`config.mk`:
```
export PLATFORM = sky130hd
export DESIGN_NAME = rft_sqrt_cell
export DESIGN_NICKNAME = d
export VERILOG_FILES = /design/src/design/rft_pkg.sv /design/src/design/rft_sqrt_cell.sv
export SDC_FILE = /design/constraint.sdc
export NUM_CORES = 1
export LEC_CHECK = 0
export BUFFER_PORTS_ARGS = -buffer_cell sky130_fd_sc_hd__buf_4
export CAP_MARGIN = 15
export CORE_AREA = 2 2 336 338
export CTS_BUF_LIST = sky130_fd_sc_hd__clkbuf_2
export DETAILED_ROUTE_END_ITERATION = 7
export DIE_AREA = 0 0 338 340
export RECOVER_POWER = 100
export SYNTH_ARGS = -nofsm -noshare
export SYNTH_HDL_FRONTEND = slang
export SYNTH_SLANG_ARGS = --single-unit
export TNS_END_PERCENT = 100
```
`constraint.sdc`:
```
create_clock -name clk -period 25.3 [get_ports clk]
set_input_delay 1.265 -clock clk [delete_from_list [all_inputs] [get_ports clk]]
set_output_delay 1.265 -clock clk [all_outputs]
set_load 0.01 [all_outputs]
```
`src/design/rft_pkg.sv`:
```
package rft_pkg;

  localparam int FRAC_BITS = 16;
  localparam int UNIT_W    = 18;
  localparam int PT_W      = 32;
  localparam int SUM_W     = 64;
  localparam int NUM_W     = PT_W + FRAC_BITS + 1;
  localparam int Q_STEPS   = FRAC_BITS + 2;
  localparam int SQ1_STEPS = SUM_W / 2;
  localparam int SQ1_TOP   = SUM_W - 2;
  localparam int SQ2_STEPS = FRAC_BITS + 2;
  localparam int SQ2_TOP   = 2 * FRAC_BITS + 2;
  localparam int SH_W      = 6;
  localparam int QSH_W     = 5;

  localparam int CFG_IDX_W = 2;
  localparam int CFG_DAT_W = 17;
  localparam int MINL_W    = 16;

  typedef enum logic [CFG_IDX_W-1:0] {
    CFG_MIN_LENGTH   = 2'd0,
    CFG_UP_THRESHOLD = 2'd1
  } cfg_idx_t;

  // Per-item data that rides along each cell of the chain.
  typedef struct packed {
    logic                     valid;
    logic [2:0][PT_W-1:0]     s;
    logic [2:0][PT_W-1:0]     d;
    logic [2:0][UNIT_W-1:0]   z;
    logic [2:0][UNIT_W-1:0]   c;
    logic [2:0]               neg;
  } side_t;

endpackage

```
`src/design/rft_sqrt_cell.sv`:
```
module rft_sqrt_cell (
  input  logic                         clk,
  input  logic                         rst,
  input  logic                         en,
  input  logic [rft_pkg::SH_W-1:0]     shift,
  input  rft_pkg::side_t               side_in,
  input  logic [rft_pkg::SUM_W-1:0]    rem_in,
  input  logic [rft_pkg::SUM_W-1:0]    root_in,
  output rft_pkg::side_t               side_out,
  output logic [rft_pkg::SUM_W-1:0]    rem_out,
  output logic [rft_pkg::SUM_W-1:0]    root_out
);

  logic [rft_pkg::SUM_W-1:0] bitv;
  logic [rft_pkg::SUM_W:0]   trial;
  logic                      take;
  logic [rft_pkg::SUM_W-1:0] rem_next;
  logic [rft_pkg::SUM_W-1:0] root_next;

  // One root bit: subtract the trial term when it fits
  always_comb begin
    bitv      = rft_pkg::SUM_W'(1) << shift;
    trial     = {1'b0, root_in} + {1'b0, bitv};
    take      = {1'b0, rem_in} >= trial;
    rem_next  = take ? rem_in - trial[rft_pkg::SUM_W-1:0] : rem_in;
    root_next = take ? (root_in >> 1) + bitv : root_in >> 1;
  end

  always_ff @(posedge clk) begin
    if (rst) begin
      side_out.valid <= 1'b0;
    end else if (en) begin
      side_out <= side_in;
      rem_out  <= rem_next;
      root_out <= root_next;
    end
  end

endmodule

```
==> results.json <==
{
  "clock-skew-final_ns": 0,
  "grt.total_usage_pct": 25.6,
  "clock_latency_ns": 1.29,
  "setup_violations": 0,
  "status": "complete, but fails checks",
  "die_w_microns": 338,
  "drc": 0,
  "cts_buffers": 119,
  "grt_first_pass_wirelength_microns": 201000,
  "place_hpwl_microns": 128000,
  "synth-xor-area-share_pct": 6.37,
  "rsz0062_at_grt": "no",
  "r2r_slack_ns": 24.54,
  "layout.nets": 4280,
  "ys_warn_count": 0,
  "max_freq_mhz": 66.0,
  "cts_tree": "yes",
  "path_class": "in -> reg",
  "power_density_nw_per_um2": 52.5,
  "cp_max_fo": 158,
  "start_kind": "input pin",
  "die_area_sq_um": 115000,
  "antenna_left": 0,
  "finalWirelength_microns": 152000,
  "synthesis.instances": 2478,
  "synth_edf_count": 431,
  "synth_top_family_by_area": "compound AO/OA/AOI/OAI gates",
  "post_cts_resized": 0,
  "antenna_found_initial": 48,
  "avgSynthCellArea_sq_um": 10.6,
  "end_kind": "register",
  "vdd_ir_drop_max_mv": 0.0257,
  "row_count": 123,
  "dieHeight_microns": 340,
  "drt-initial-drc-count": 1484,
  "start_util_pct": 23.5,
  "root_buffer": "clkbuf_2",
  "hold_depth": 1,
  "vias": 25100,
  "synth_mux_area_share_pct": 0.500,
  "ys.flop_type": "edfxtp_1",
  "finalCriticalPeriod_ns": 15.15,
  "violations": "capacitance limit, slew limit",
  "yosys.area_share.simple_pct": 13.3,
  "wire_per_inst_microns": 28.9,
  "grt_remaining_overflow": 0,
  "cts.sinks": 432,
  "syn_area_sq_um": 26300,
  "layout_commonest_cell": "clkbuf_1",
  "startpoint": "rst",
  "synthDistinctLibCells": 88,
  "async_flop_share_pct": 0,
  "synth_compound_gate_area_share_pct": 18.5,
  "cts_buffer_depth": 3,
  "max_slew_margin_pct": -507,
  "p_leak_uw": 0.0146,
  "hold_slack_ns": 0.193,
  "seq_area_frac_synth_pct": 49.4,
  "grt_max_degree": 159,
  "r2r_end": "side_out[303]",
  "reg2regPathDepth": 2,
  "critPathRequiredTime_ns": 26.09,
  "max_cap_violations": 9,
  "final_cell_mix": "455 x clkbuf_1, 431 x edfxtp_1, 299 x dlygate4sd3_1",
  "synthToLayoutAreaGrowth_pct": 39.0,
  "arrival_ns": 15.94,
  "globalplace.congestion": 0.972,
  "synth_fa_ha_area_share_pct": 8.87,
  "setup-tns-final_ns": 0,
  "ios": 873,
  "clk_pin_slew_worst_paths_ns": 0.09,
  "slew_viol_final": 689,
  "dr.pass1.iters": 7,
  "core_area_sq_um": 112000,
  "r2r_start": "side_out[303]",
  "tightest_slew_ns": 9.11,
  "final_hold_viol_count": 0,
  "grt_pass1_vias": 25100,
  "port_buffers": 872,
  "hold_path.class": "in -> reg",
  "syn-num-nets": 3101,
  "period_share_pct": 59.9,
  "ys_seq_elements": 432,
  "via_per_inst": 4.78,
  "critPathCapture": "rem_out[51]",
  "fin_util_pct": 32.7,
  "drive_above_1_share_pct": 17.5,
  "htree_num_levels": 3
}
-- flip-flops by register name, summed over array words and instances (netlist names) --
name / flops
side_out: 304
rem_out: 64
root_out: 64
-- synth_stat cells (30+ instances only) --
library cell | number | area share, %
o21ai_0 | 94 | 1.8
nand3_1 | 48 | 0.92
xnor2_1 | 112 | 3.7
a21o_1 | 126 | 3.6
a21oi_1 | 217 | 4.1
nor2_1 | 157 | 2.2
nor3_1 | 37 | 0.71
clkbuf_1 | 92 | 1.3
nand2_1 | 244 | 3.5
nand4_1 | 51 | 1.2
o21bai_1 | 40 | 1.1
edfxtp_1 | 431 | 49
xor2_1 | 79 | 2.6
o21ai_1 | 109 | 2.1
inv_1 | 56 | 0.80
nor2b_1 | 30 | 0.71
ha_1 | 179 | 8.5
-- final cells by class --
class / instances / area (sq um)
timing repair buffer: 1180 / 7900
fill: 11900 / 75100
antenna: 26 / 65.1
tap: 1500 / 1880
inverter: 56 / 210
sequential: 432 / 13000
clock buffer: 167 / 836
clock inverter: 33 / 196
multi-input combinational: 1868 / 12400
-- what timing repair did --
action,in CTS,in global routing
endpoints found under the hold margin,299,0
hold buffers,299,0
setup buffers,0,0
-- power by group --
| part | leakage (uW) | switching (uW) | internal [uW] |
|---|---|---|---|
| logic | 0.00981 | 311 | 186 |
| clock network | 0.000799 | 339 | 191 |
| registers | 0.00403 | 25.6 | 862 |
| total | 0.0146 | 676 | 1240 |
-- how the worst min path moves through the flow --
stage                    end  slack (ns)     startpoint
3_3_place_gp   side_out[303]        0.62  side_out[303]
5_1_grt        side_out[171]        0.13   side_in[171]
3_5_place_dp   side_out[303]        0.63  side_out[303]
6_report       side_out[171]        0.19   side_in[171]
2_1_floorplan  side_out[303]        0.53  side_out[303]
4_1_cts        side_out[171]      0.0006   side_in[171]
-- metal layers --
metal  GRT usage, %  wire length (microns)  up-vias
met5              0                    159        -
met2           40.6                  68400      978
li1               -                      -    11700
met4           8.54                   5280       24
met1           27.7                  56200    12200
met3           16.2                  22000      217
-- critical path, stage by stage --
cell and delay (ns):
dlygate4sd3_1 0.54, clkbuf_4 0.14, nor2b_1 1.43, clkbuf_1 6.25
clkbuf_1 3.10, clkbuf_1 2.80
-- cell families (layout without fill, tap and decap cells) --
group,after synthesis,in the layout
AO/OA/AOI/OAI,766,766
flip-flops,432,432
multiplexers,12,12
XOR/XNOR,191,191
adder cells (fa/ha/maj),185,185
AND/OR/NAND/NOR,714,714
other,0,26
buffers and inverters,178,1436
-- stage by stage --
step	area, sq um	instances	power [uW]	setup slack [ns]
floorplan	26300	2478	1150	3.71
global placement	34200	4737	1400	15.45
detailed placement	34200	4737	1400	15.26
CTS	38200	5236	1990	16.71
global route	36500	5251	2010	8.98
finish	36500	5262	1920	10.15
Note: power is estimated with default switching activity, not from simulation.
